==> src/hw/rtl/awtc_pkg.sv <==
package awtc_pkg;

  // Fixed field widths
  localparam int COORD_W = 16;
  localparam int ACC_W   = 64;
  localparam int TW_W    = 48;
  localparam int OUT_W   = 16;

  // Controller states
  typedef enum logic [3:0] {
    ST_IDLE,
    ST_C0,
    ST_C1,
    ST_C2,
    ST_ABS,
    ST_XLO,
    ST_XHI,
    ST_YLO,
    ST_YHI,
    ST_YFIN,
    ST_YSUM,
    ST_DSTART,
    ST_DRUN
  } state_t;

  // Operand pairs for the shared multiplier
  typedef enum logic [2:0] {
    MUL_CA,
    MUL_CB,
    MUL_CC,
    MUL_XL,
    MUL_XH,
    MUL_YL,
    MUL_YH
  } mul_sel_t;

  // Commands to the accumulation datapath
  typedef struct packed {
    logic     load;
    mul_sel_t mul_sel;
    logic     cr_load;
    logic     cr_add;
    logic     w_load;
    logic     tw_add;
    logic     pw_load;
    logic     pw_acc;
    logic     sumx_add;
    logic     sumy_add;
    logic     clear;
  } dp_cmd_t;

  // Commands to the divider and output stage
  typedef struct packed {
    logic start;
    logic out_load;
  } div_cmd_t;

endpackage

==> src/hw/rtl/area_weighted_triangle_centroid.sv <==
// The result is registered once the divider has finished and the output register is free.
// A new triangle is accepted only after the previous one has been through the single
// shared multiplier (three cross terms and four half products per triangle).
// After the final triangle the input stalls while the radix-2 divider runs
// (18 steps per axis, x then y); the next triangle may enter while a result waits.
// Reset (synchronous, active low) clears the sums, the flags and the output valid.
module area_weighted_triangle_centroid #(
  parameter int COORD_BITS = 16
) (
  input  logic                                clk,
  input  logic                                rst_n,
  input  logic                                in_valid,
  output logic                                in_stall,
  input  logic signed [awtc_pkg::COORD_W-1:0] in_ax,
  input  logic signed [awtc_pkg::COORD_W-1:0] in_ay,
  input  logic signed [awtc_pkg::COORD_W-1:0] in_bx,
  input  logic signed [awtc_pkg::COORD_W-1:0] in_by_coord,
  input  logic signed [awtc_pkg::COORD_W-1:0] in_cx,
  input  logic signed [awtc_pkg::COORD_W-1:0] in_cy,
  input  logic                                in_last_triangle,
  output logic                                out_valid,
  input  logic                                out_stall,
  output logic signed [awtc_pkg::OUT_W-1:0]   out_centroid_x,
  output logic signed [awtc_pkg::OUT_W-1:0]   out_centroid_y,
  output logic                                out_zero_area,
  output logic                                out_saturated
);
  import awtc_pkg::*;

  dp_cmd_t                 dp_cmd;
  div_cmd_t                div_cmd;
  logic                    last;
  logic                    div_busy;
  logic signed [ACC_W-1:0] sum_x, sum_y;
  logic        [TW_W-1:0]  tw;
  logic                    ovf;

  // Sequence the requests
  awtc_ctrl u_ctrl (
    .clk       (clk),
    .rst_n     (rst_n),
    .in_valid  (in_valid),
    .in_stall  (in_stall),
    .out_valid (out_valid),
    .out_stall (out_stall),
    .last      (last),
    .div_busy  (div_busy),
    .dp_cmd    (dp_cmd),
    .div_cmd   (div_cmd)
  );

  // Weight and accumulate each triangle
  awtc_dp #(
    .COORD_BITS (COORD_BITS)
  ) u_dp (
    .clk           (clk),
    .rst_n         (rst_n),
    .cmd           (dp_cmd),
    .ax            (in_ax),
    .ay            (in_ay),
    .bx            (in_bx),
    .by_coord      (in_by_coord),
    .cx            (in_cx),
    .cy            (in_cy),
    .last_triangle (in_last_triangle),
    .last          (last),
    .sum_x         (sum_x),
    .sum_y         (sum_y),
    .tw            (tw),
    .ovf           (ovf)
  );

  // Divide by three times the total weight and hold the result
  awtc_div u_div (
    .clk        (clk),
    .rst_n      (rst_n),
    .cmd        (div_cmd),
    .sum_x      (sum_x),
    .sum_y      (sum_y),
    .tw         (tw),
    .ovf        (ovf),
    .busy       (div_busy),
    .centroid_x (out_centroid_x),
    .centroid_y (out_centroid_y),
    .zero_area  (out_zero_area),
    .saturated  (out_saturated)
  );

endmodule

==> src/hw/rtl/awtc_ctrl.sv <==
module awtc_ctrl (
  input  logic              clk,
  input  logic              rst_n,
  input  logic              in_valid,
  output logic              in_stall,
  output logic              out_valid,
  input  logic              out_stall,
  input  logic              last,
  input  logic              div_busy,
  output awtc_pkg::dp_cmd_t dp_cmd,
  output awtc_pkg::div_cmd_t div_cmd
);
  import awtc_pkg::*;

  state_t state_r, state_nxt;
  logic   out_valid_r, out_valid_nxt;

  // State and output valid registers
  always_ff @(posedge clk) begin
    if (!rst_n) begin
      state_r     <= ST_IDLE;
      out_valid_r <= 1'b0;
    end else begin
      state_r     <= state_nxt;
      out_valid_r <= out_valid_nxt;
    end
  end

  // Sequence one triangle through the shared multiplier, then divide at shape end
  always_comb begin
    state_nxt       = state_r;
    dp_cmd          = '0;
    dp_cmd.mul_sel  = MUL_CA;
    div_cmd         = '0;
    in_stall        = 1'b1;
    unique case (state_r)
      ST_IDLE: begin
        in_stall = 1'b0;
        if (in_valid) begin
          dp_cmd.load = 1'b1;
          state_nxt   = ST_C0;
        end
      end
      ST_C0: begin
        dp_cmd.mul_sel = MUL_CA;
        state_nxt      = ST_C1;
      end
      ST_C1: begin
        dp_cmd.mul_sel = MUL_CB;
        dp_cmd.cr_load = 1'b1;
        state_nxt      = ST_C2;
      end
      ST_C2: begin
        dp_cmd.mul_sel = MUL_CC;
        dp_cmd.cr_add  = 1'b1;
        state_nxt      = ST_ABS;
      end
      ST_ABS: begin
        dp_cmd.w_load = 1'b1;
        state_nxt     = ST_XLO;
      end
      ST_XLO: begin
        dp_cmd.mul_sel = MUL_XL;
        dp_cmd.tw_add  = 1'b1;
        state_nxt      = ST_XHI;
      end
      ST_XHI: begin
        dp_cmd.mul_sel = MUL_XH;
        dp_cmd.pw_load = 1'b1;
        state_nxt      = ST_YLO;
      end
      ST_YLO: begin
        dp_cmd.mul_sel = MUL_YL;
        dp_cmd.pw_acc  = 1'b1;
        state_nxt      = ST_YHI;
      end
      ST_YHI: begin
        dp_cmd.mul_sel  = MUL_YH;
        dp_cmd.sumx_add = 1'b1;
        dp_cmd.pw_load  = 1'b1;
        state_nxt       = ST_YFIN;
      end
      ST_YFIN: begin
        dp_cmd.pw_acc = 1'b1;
        state_nxt     = ST_YSUM;
      end
      ST_YSUM: begin
        dp_cmd.sumy_add = 1'b1;
        if (last) begin
          state_nxt = ST_DSTART;
        end else begin
          in_stall = 1'b0;
          if (in_valid) begin
            dp_cmd.load = 1'b1;
            state_nxt   = ST_C0;
          end else begin
            state_nxt = ST_IDLE;
          end
        end
      end
      ST_DSTART: begin
        dp_cmd.clear  = 1'b1;
        div_cmd.start = 1'b1;
        state_nxt     = ST_DRUN;
      end
      ST_DRUN: begin
        if (!div_busy && (!out_valid_r || !out_stall)) begin
          div_cmd.out_load = 1'b1;
          state_nxt        = ST_IDLE;
        end
      end
      default: state_nxt = ST_IDLE;
    endcase
  end

  // Hold the result until taken
  assign out_valid_nxt = div_cmd.out_load | (out_valid_r & out_stall);
  assign out_valid     = out_valid_r;

`ifndef SYNTHESIS
  a_no_accept_in_div: assert property (@(posedge clk) disable iff (!rst_n)
    (state_r == ST_DRUN || state_r == ST_DSTART) |-> in_stall)
    else $error("request accepted during divide");
  a_load_slot_free: assert property (@(posedge clk) disable iff (!rst_n)
    div_cmd.out_load |-> (!out_valid_r || !out_stall))
    else $error("result overwritten while waiting");
  a_clear_at_end: assert property (@(posedge clk) disable iff (!rst_n)
    dp_cmd.clear |-> (last && $past(state_r) == ST_YSUM))
    else $error("sums cleared before shape end");
`endif

endmodule

==> src/hw/rtl/awtc_dp.sv <==
module awtc_dp #(
  parameter int COORD_BITS = 16
) (
  input  logic                                clk,
  input  logic                                rst_n,
  input  awtc_pkg::dp_cmd_t                   cmd,
  input  logic signed [awtc_pkg::COORD_W-1:0] ax,
  input  logic signed [awtc_pkg::COORD_W-1:0] ay,
  input  logic signed [awtc_pkg::COORD_W-1:0] bx,
  input  logic signed [awtc_pkg::COORD_W-1:0] by_coord,
  input  logic signed [awtc_pkg::COORD_W-1:0] cx,
  input  logic signed [awtc_pkg::COORD_W-1:0] cy,
  input  logic                                last_triangle,
  output logic                                last,
  output logic signed [awtc_pkg::ACC_W-1:0]   sum_x,
  output logic signed [awtc_pkg::ACC_W-1:0]   sum_y,
  output logic        [awtc_pkg::TW_W-1:0]    tw,
  output logic                                ovf
);
  import awtc_pkg::*;

  localparam int CW = COORD_BITS;
  localparam int EW = (CW > COORD_W) ? CW : COORD_W;
  localparam int MW = CW + 2;        // multiplier operand width
  localparam int PM = 2 * MW;        // product width
  localparam int WW = 2 * CW + 1;    // weight width
  localparam int HL = CW + 1;        // low half of the weight
  localparam int PW = 3 * CW + 3;    // full weighted product width
  localparam logic [ACC_W-1:0] SAT_POS = {1'b0, {(ACC_W-1){1'b1}}};
  localparam logic [ACC_W-1:0] SAT_NEG = {1'b1, {(ACC_W-1){1'b0}}};

  // Keep the low COORD_BITS bits as a signed coordinate
  function automatic logic signed [CW-1:0] to_coord(input logic [COORD_W-1:0] v);
    logic [EW-1:0] e;
    e = EW'(v);
    return e[CW-1:0];
  endfunction

  // Signed add into the 64-bit sum, clamped; top bit flags saturation
  function automatic logic [ACC_W:0] sat_add(input logic signed [ACC_W-1:0] a,
                                              input logic signed [PW-1:0] b);
    logic [ACC_W:0] t;
    t = {a[ACC_W-1], a} + {{(ACC_W+1-PW){b[PW-1]}}, b};
    if (t[ACC_W] != t[ACC_W-1]) begin
      return {1'b1, (t[ACC_W] ? SAT_NEG : SAT_POS)};
    end
    return {1'b0, t[ACC_W-1:0]};
  endfunction

  logic signed [CW-1:0] a_x, a_y, b_x, b_y, c_x, c_y;
  logic signed [CW-1:0] ax_r, bx_r, cx_r;
  logic signed [CW:0]   dbc_r, dca_r, dab_r;
  logic signed [MW-1:0] sx_r, sy_r;
  logic                 last_r;
  logic signed [MW-1:0] ma, mb;
  logic signed [PM-1:0] prod, p_r, cr_r, cr_sum, cr_abs;
  logic        [WW-1:0] w_r;
  logic signed [PW-1:0] pext, pw_r;
  logic signed [ACC_W-1:0] sum_x_r, sum_y_r;
  logic        [TW_W-1:0]  tw_r;
  logic                    ovf_r;
  logic        [ACC_W:0]   sx_add, sy_add;
  logic        [TW_W:0]    tw_add;

  assign a_x = to_coord(ax);
  assign a_y = to_coord(ay);
  assign b_x = to_coord(bx);
  assign b_y = to_coord(by_coord);
  assign c_x = to_coord(cx);
  assign c_y = to_coord(cy);

  // Capture the request with its edge differences and vertex sums
  always_ff @(posedge clk) begin
    if (cmd.load) begin
      ax_r   <= a_x;
      bx_r   <= b_x;
      cx_r   <= c_x;
      dbc_r  <= {b_y[CW-1], b_y} - {c_y[CW-1], c_y};
      dca_r  <= {c_y[CW-1], c_y} - {a_y[CW-1], a_y};
      dab_r  <= {a_y[CW-1], a_y} - {b_y[CW-1], b_y};
      sx_r   <= {{2{a_x[CW-1]}}, a_x} + {{2{b_x[CW-1]}}, b_x} + {{2{c_x[CW-1]}}, c_x};
      sy_r   <= {{2{a_y[CW-1]}}, a_y} + {{2{b_y[CW-1]}}, b_y} + {{2{c_y[CW-1]}}, c_y};
      last_r <= last_triangle;
    end
  end

  // Select multiplier operands
  always_comb begin
    unique case (cmd.mul_sel)
      MUL_CA: begin
        ma = {{2{ax_r[CW-1]}}, ax_r};
        mb = {dbc_r[CW], dbc_r};
      end
      MUL_CB: begin
        ma = {{2{bx_r[CW-1]}}, bx_r};
        mb = {dca_r[CW], dca_r};
      end
      MUL_CC: begin
        ma = {{2{cx_r[CW-1]}}, cx_r};
        mb = {dab_r[CW], dab_r};
      end
      MUL_XL: begin
        ma = sx_r;
        mb = {1'b0, w_r[HL-1:0]};
      end
      MUL_XH: begin
        ma = sx_r;
        mb = {2'b00, w_r[WW-1:HL]};
      end
      MUL_YL: begin
        ma = sy_r;
        mb = {1'b0, w_r[HL-1:0]};
      end
      MUL_YH: begin
        ma = sy_r;
        mb = {2'b00, w_r[WW-1:HL]};
      end
      default: begin
        ma = '0;
        mb = '0;
      end
    endcase
  end

  assign prod   = ma * mb;
  assign cr_sum = cr_r + p_r;
  assign cr_abs = cr_sum[PM-1] ? -cr_sum : cr_sum;
  assign pext   = {{(PW-PM){p_r[PM-1]}}, p_r};
  assign sx_add = sat_add(sum_x_r, pw_r);
  assign sy_add = sat_add(sum_y_r, pw_r);
  assign tw_add = {1'b0, tw_r} + {{(TW_W+1-WW){1'b0}}, w_r};

  // Product, cross product, weight and split-product registers
  always_ff @(posedge clk) begin
    p_r <= prod;
    if (cmd.cr_load) begin
      cr_r <= p_r;
    end else if (cmd.cr_add) begin
      cr_r <= cr_sum;
    end
    if (cmd.w_load) begin
      w_r <= cr_abs[WW-1:0];
    end
    if (cmd.pw_load) begin
      pw_r <= pext;
    end else if (cmd.pw_acc) begin
      pw_r <= pw_r + (pext <<< HL);
    end
  end

  // Running sums: clamp on overflow and remember it
  always_ff @(posedge clk) begin
    if (!rst_n || cmd.clear) begin
      sum_x_r <= '0;
      sum_y_r <= '0;
      tw_r    <= '0;
      ovf_r   <= 1'b0;
    end else begin
      if (cmd.sumx_add) begin
        sum_x_r <= sx_add[ACC_W-1:0];
      end
      if (cmd.sumy_add) begin
        sum_y_r <= sy_add[ACC_W-1:0];
      end
      if (cmd.tw_add) begin
        tw_r <= tw_add[TW_W] ? {TW_W{1'b1}} : tw_add[TW_W-1:0];
      end
      ovf_r <= ovf_r | (cmd.sumx_add & sx_add[ACC_W]) | (cmd.sumy_add & sy_add[ACC_W])
               | (cmd.tw_add & tw_add[TW_W]);
    end
  end

  assign last  = last_r;
  assign sum_x = sum_x_r;
  assign sum_y = sum_y_r;
  assign tw    = tw_r;
  assign ovf   = ovf_r;

endmodule

==> src/hw/rtl/awtc_div.sv <==
module awtc_div (
  input  logic                              clk,
  input  logic                              rst_n,
  input  awtc_pkg::div_cmd_t                cmd,
  input  logic signed [awtc_pkg::ACC_W-1:0] sum_x,
  input  logic signed [awtc_pkg::ACC_W-1:0] sum_y,
  input  logic        [awtc_pkg::TW_W-1:0]  tw,
  input  logic                              ovf,
  output logic                              busy,
  output logic signed [awtc_pkg::OUT_W-1:0] centroid_x,
  output logic signed [awtc_pkg::OUT_W-1:0] centroid_y,
  output logic                              zero_area,
  output logic                              saturated
);
  import awtc_pkg::*;

  localparam int QB    = 18;              // quotient bits, top bit catches overflow
  localparam int DW    = TW_W + 2;        // three times the total weight
  localparam int DSW   = DW + QB - 1;     // divisor aligned to the top quotient bit
  localparam int CNT_W = $clog2(QB);
  localparam logic [QB-1:0]    Q_POS_LIM = QB'(32767);
  localparam logic [QB-1:0]    Q_NEG_LIM = QB'(32768);
  localparam logic [OUT_W-1:0] OUT_MAX   = {1'b0, {(OUT_W-1){1'b1}}};
  localparam logic [OUT_W-1:0] OUT_MIN   = {1'b1, {(OUT_W-1){1'b0}}};

  function automatic logic [ACC_W-1:0] magnitude(input logic signed [ACC_W-1:0] v);
    logic signed [ACC_W-1:0] n;
    n = -v;
    return v[ACC_W-1] ? n : v;
  endfunction

  // Apply the sign and clamp to the output range
  function automatic logic [OUT_W-1:0] clamp_q(input logic [QB-1:0] q, input logic neg);
    logic [QB-1:0] nq;
    nq = -q;
    if (neg) begin
      return (q > Q_NEG_LIM) ? OUT_MIN : nq[OUT_W-1:0];
    end
    return (q > Q_POS_LIM) ? OUT_MAX : q[OUT_W-1:0];
  endfunction

  logic                 busy_r, axis_r;
  logic [CNT_W-1:0]     cnt_r;
  logic [ACC_W-1:0]     rem_r, magy_r;
  logic                 negx_r, negy_r, zero_r, sat_r;
  logic [DW-1:0]        d3, d3_r;
  logic [DSW-1:0]       ds_r;
  logic [QB-1:0]        q_r, q_fin;
  logic                 ge;
  logic [OUT_W-1:0]     res, resx_r;
  logic [OUT_W-1:0]     cx_r, cy_r;
  logic                 za_r, st_r;

  assign d3    = {1'b0, tw, 1'b0} + {2'b00, tw};
  assign ge    = {{(DSW-ACC_W){1'b0}}, rem_r} >= ds_r;
  assign q_fin = {q_r[QB-2:0], ge};
  assign res   = clamp_q(q_fin, axis_r ? negy_r : negx_r);

  // Busy and axis control
  always_ff @(posedge clk) begin
    if (!rst_n) begin
      busy_r <= 1'b0;
      axis_r <= 1'b0;
    end else if (cmd.start) begin
      busy_r <= 1'b1;
      axis_r <= 1'b0;
    end else if (busy_r && cnt_r == '0) begin
      busy_r <= ~axis_r;
      axis_r <= ~axis_r;
    end
  end

  // One restoring step a cycle, x axis then y axis
  always_ff @(posedge clk) begin
    if (cmd.start) begin
      rem_r  <= magnitude(sum_x);
      magy_r <= magnitude(sum_y);
      negx_r <= sum_x[ACC_W-1];
      negy_r <= sum_y[ACC_W-1];
      d3_r   <= d3;
      ds_r   <= {d3, {(QB-1){1'b0}}};
      q_r    <= '0;
      cnt_r  <= CNT_W'(QB - 1);
      zero_r <= (tw == '0);
      sat_r  <= ovf;
    end else if (busy_r) begin
      if (cnt_r == '0) begin
        if (!axis_r) begin
          resx_r <= res;
          rem_r  <= magy_r;
          ds_r   <= {d3_r, {(QB-1){1'b0}}};
          q_r    <= '0;
          cnt_r  <= CNT_W'(QB - 1);
        end else begin
          q_r <= q_fin;
        end
      end else begin
        if (ge) begin
          rem_r <= rem_r - ds_r[ACC_W-1:0];
        end
        q_r   <= q_fin;
        ds_r  <= ds_r >> 1;
        cnt_r <= cnt_r - 1'b1;
      end
    end
  end

  // Result register, held while the receiver stalls
  always_ff @(posedge clk) begin
    if (cmd.out_load) begin
      cx_r <= zero_r ? '0 : resx_r;
      cy_r <= zero_r ? '0 : clamp_q(q_r, negy_r);
      za_r <= zero_r;
      st_r <= sat_r;
    end
  end

  assign busy       = busy_r;
  assign centroid_x = cx_r;
  assign centroid_y = cy_r;
  assign zero_area  = za_r;
  assign saturated  = st_r;

`ifndef SYNTHESIS
  a_start_idle: assert property (@(posedge clk) disable iff (!rst_n)
    cmd.start |-> !busy_r)
    else $error("divide started while busy");
  a_done_after_y: assert property (@(posedge clk) disable iff (!rst_n)
    $fell(busy_r) |-> $past(axis_r))
    else $error("divide ended before second axis");
  a_x_to_y: assert property (@(posedge clk) disable iff (!rst_n)
    (busy_r && cnt_r == '0 && !axis_r && !cmd.start) |=> (busy_r && axis_r))
    else $error("second axis not started");
`endif

endmodule

==> config.mk <==
export PLATFORM = sky130hd
export DESIGN_NAME = area_weighted_triangle_centroid
export DESIGN_NICKNAME = d
export VERILOG_FILES = /design/src/hw/rtl/awtc_pkg.sv /design/src/hw/rtl/area_weighted_triangle_centroid.sv /design/src/hw/rtl/awtc_ctrl.sv /design/src/hw/rtl/awtc_dp.sv /design/src/hw/rtl/awtc_div.sv
export SDC_FILE = /design/constraint.sdc
export NUM_CORES = 2
export LEC_CHECK = 0
export BUFFER_PORTS_ARGS = -buffer_cell sky130_fd_sc_hd__buf_2
export CORE_ASPECT_RATIO = 0.8
export CORE_UTILIZATION = 50
export CTS_CLUSTER_SIZE = 28
export DETAILED_ROUTE_END_ITERATION = 12
export PLACE_DENSITY = 0.77
export SLEW_MARGIN = 10
export SYNTH_ARGS = -nofsm -noshare
export SYNTH_HDL_FRONTEND = slang
export SYNTH_SLANG_ARGS = --single-unit
==> constraint.sdc <==
create_clock -name clk -period 31.5 [get_ports clk]
set_input_delay 6.3 -clock clk [delete_from_list [all_inputs] [get_ports clk]]
set_output_delay 6.3 -clock clk [all_outputs]
set_load 0.01 [all_outputs]
==> metrics.cfg <==
[detailed_routing]
post_drt_wl_per_cell_um = 21.5
drt-total-wl_um = 208000
postRouteAntennaNets = 0
vias_per_cell = 6.11
drcViolationCount = 0
drt_pass1_iterations = 8
drt_iter0_markers = 6712
vias = 59400

[grt]
grt_pass1_vias = 54900
overflow = 0
grtUsageTotal = 0.290
grt_pass1_wl_um = 317000
antenna_found_initial = 9
grt_max_degree = 101

[synthesis]
synth_area_per_cell_um2 = 8.84
synth-async-reset-ratio = 0
synth.top_cell.area_share = 0.233
synth_ff_type = edfxtp_1
syn_nets = 8859
ys_types = 88
yosys.area.top_type = edfxtp_1
synth_cells = 7835
ys_top_cells_by_area = edfxtp_1 (23%), fa_1 (10%), ha_1 (10%)
yosysWarnings = 0
ys_ff_latch = 798
synthesis.area_um2 = 69200
yosysSeqAreaShare = 0.309
synth_edf_count = 538

[clocking]
cts_buffer_depth = 3
clock_latency_ps = 720
cts_buffers = 88
holdBufCountCts = 0
htreeDepth = 3
post_cts.repair.setup_buffers = 0
tritoncts = done
cts.clk_slew.worst_paths_ps = 70
clk_root_buffer_cell = clkbuf_16
ctsResizeCount = 0
cts_sinks = 798

[sta]
fin_setup_tns_ps = 0
fmax_mhz = 96.5
grt_setup_unrepaired = no
slew_viol_final = 0
tightest_slew_ps = 1380
period_share = 0.329
hold_viol_final = 0
setup-violations-final = 0
relSlewSlack = 0.0790
skew_ps = 29.9
period_minus_slack_ps = 10360

[critical_path]
crit_slowest_cell = nand3_1
max_stage_delay_ps = 900
start_kind = flop
r2r-start = u_ctrl.state_r[0]
rrSetupSlack_ps = 21140
rr_worst_depth = 32
cp_max_fo = 53
crit_arrival_ps = 11010
endpoint_kind = flop
cpMostUsedCell = a21o_1
critical_path_class = reg2reg
r2r-end = u_dp.p_r[33]
cp.required_ps = 32140

[floorplanning]
start_util = 0.506
dieHeight_um = 335
pin_count = 137
die-area_um2 = 140000
die_w_um = 418
core_area_um2 = 137000
fp-row-count = 121

[place]
place_hpwl_um = 163000
gp_congestion = 1.02
port_buffers = 136

[run_status]
outcome = completed

[layout]
register_area_um2 = 21400
multiInputGateArea_um2 = 43800
fill_cells = 12000
num-nets-final = 8814
area_delta_synth_final_pct = 7.91
drive_gt1_frac = 0.0623

[worst_hold_path]
hold_end = u_div.sat_r
min_path_cells = 0
min_path_type = reg2reg
holdCritStartpoint = u_dp.ovf

[job]
max_cap_violations = 0

==> flip-flops by register name, indices dropped and copies added, names as in the netlist, 33 cells and up <==
register	count
u_div.d3_r	50
u_div.ds_r	67
u_div.magy_r	64
u_div.rem_r	64
u_dp.cr_r	36
u_dp.p_r	36
u_dp.pw_r	51
u_dp.sum_x	64
u_dp.sum_y	64
u_dp.tw	48
u_dp.w_r	33
==> critical path: cells and delay by family (launching register included) <==
| family | cells | cell delay [ps] |
|---|---|---|
| flip-flops | 1 | 710 |
| adder cells (fa/ha/maj) | 7 | 3610 |
| XOR/XNOR | 1 | 130 |
| AND/OR/NAND/NOR | 7 | 2720 |
| buffers and inverters | 7 | 1330 |
| AO/OA/AOI/OAI | 10 | 1720 |
==> layout make-up <==
class | instances | area share
diodes | 6 | 0.000201
clock buffers | 103 | 0.0319
clock inverters | 62 | 0.00883
inverters | 748 | 0.0377
multi-input cells | 5931 | 0.587
flip-flops and latches | 798 | 0.286
well taps | 1845 | 0.0309
repair buffers | 223 | 0.0178
==> worst max path at each step <==
stage	depth (start not counted)	to	slack, ps	start
6_report	32	u_dp.p_r[33]	21140	u_ctrl.state_r[0]
3_3_place_gp	20	u_dp.sx_r[16]	20670	in_ax[0]
2_1_floorplan	2	u_dp.ax_r[0]	18920	in_valid
4_1_cts	32	u_dp.p_r[33]	21270	u_ctrl.state_r[0]
5_1_grt	32	u_dp.p_r[33]	20640	u_ctrl.state_r[0]
3_5_place_dp	20	u_dp.sx_r[16]	20740	in_ax[0]
==> cell usage after synthesis (all sizes together) (28+ instances only) <==
cell type / number
a22oi: 34
o21ai: 515
a221oi: 69
o211ai: 36
a221o: 29
nor2b: 101
and2: 55
a31oi: 68
nor2: 697
a21oi: 612
and3: 56
ha: 565
nand2b: 88
o21bai: 75
o21a: 59
nand3: 124
o22ai: 86
edfxtp: 538
a211oi: 94
dfxtp: 260
xor2: 197
clkbuf: 337
inv: 745
or4: 28
a21boi: 39
or3: 64
nand2: 716
a21o: 233
o31ai: 71
nand4: 78
xnor2: 356
fa: 358
nor3: 119
==> logic make-up (layout without fill, tap and decap cells) <==
group | count (synthesis) | after routing | share of synthesized area
other | 0 | 6 | 0
AOI/OAI and AO/OA | 2219 | 2219 | 0.205
muxes | 16 | 16 | 0.00240
xor gates and xnor gates | 553 | 553 | 0.0700
adders and majority gates | 923 | 923 | 0.206
and+or+nand+nor | 2220 | 2220 | 0.148
buffers and inverters | 1106 | 1136 | 0.0603
DFF | 798 | 798 | 0.309
==> layer usage <==
layer	global-route usage	wire, µm
met2	0.408	85200
met4	0.110	8500
met5	0	66
met1	0.421	90100
met3	0.0787	24700
==> metrics by stage <==
stage / hold WS, ps / util / instances / setup slack (ps) / area [µm²]
2_1_floorplan: 400 / - / 7835 / 18920 / 69200
3_3_place_gp: 412 / 0.524 / 9544 / 20670 / 71600
5_1_grt: 466 / 0.546 / 9714 / 20640 / 74700
3_5_place_dp: 415 / 0.524 / 9544 / 20740 / 71600
4_1_cts: 457 / 0.546 / 9709 / 21270 / 74700
6_report: 452 / 0.546 / 9716 / 21140 / 74700
==> cells in the final DEF (no fill, tap or decap), drive strengths merged, types with 103 or more instances in the layout <==
cell type | synthesis | layout
a21o | 233 | 233
a21oi | 612 | 612
buf | 21 | 223
clkbuf | 337 | 103
dfxtp | 260 | 260
edfxtp | 538 | 538
fa | 358 | 358
ha | 565 | 565
inv | 745 | 758
nand2 | 716 | 716
nand3 | 124 | 124
nor2 | 697 | 697
nor3 | 119 | 119
o21ai | 515 | 515
xnor2 | 356 | 356
xor2 | 197 | 197
Power is left out: the tool's default activity adds up to more than one toggle a clock period on the data nets, which glitch-free logic cannot reach.
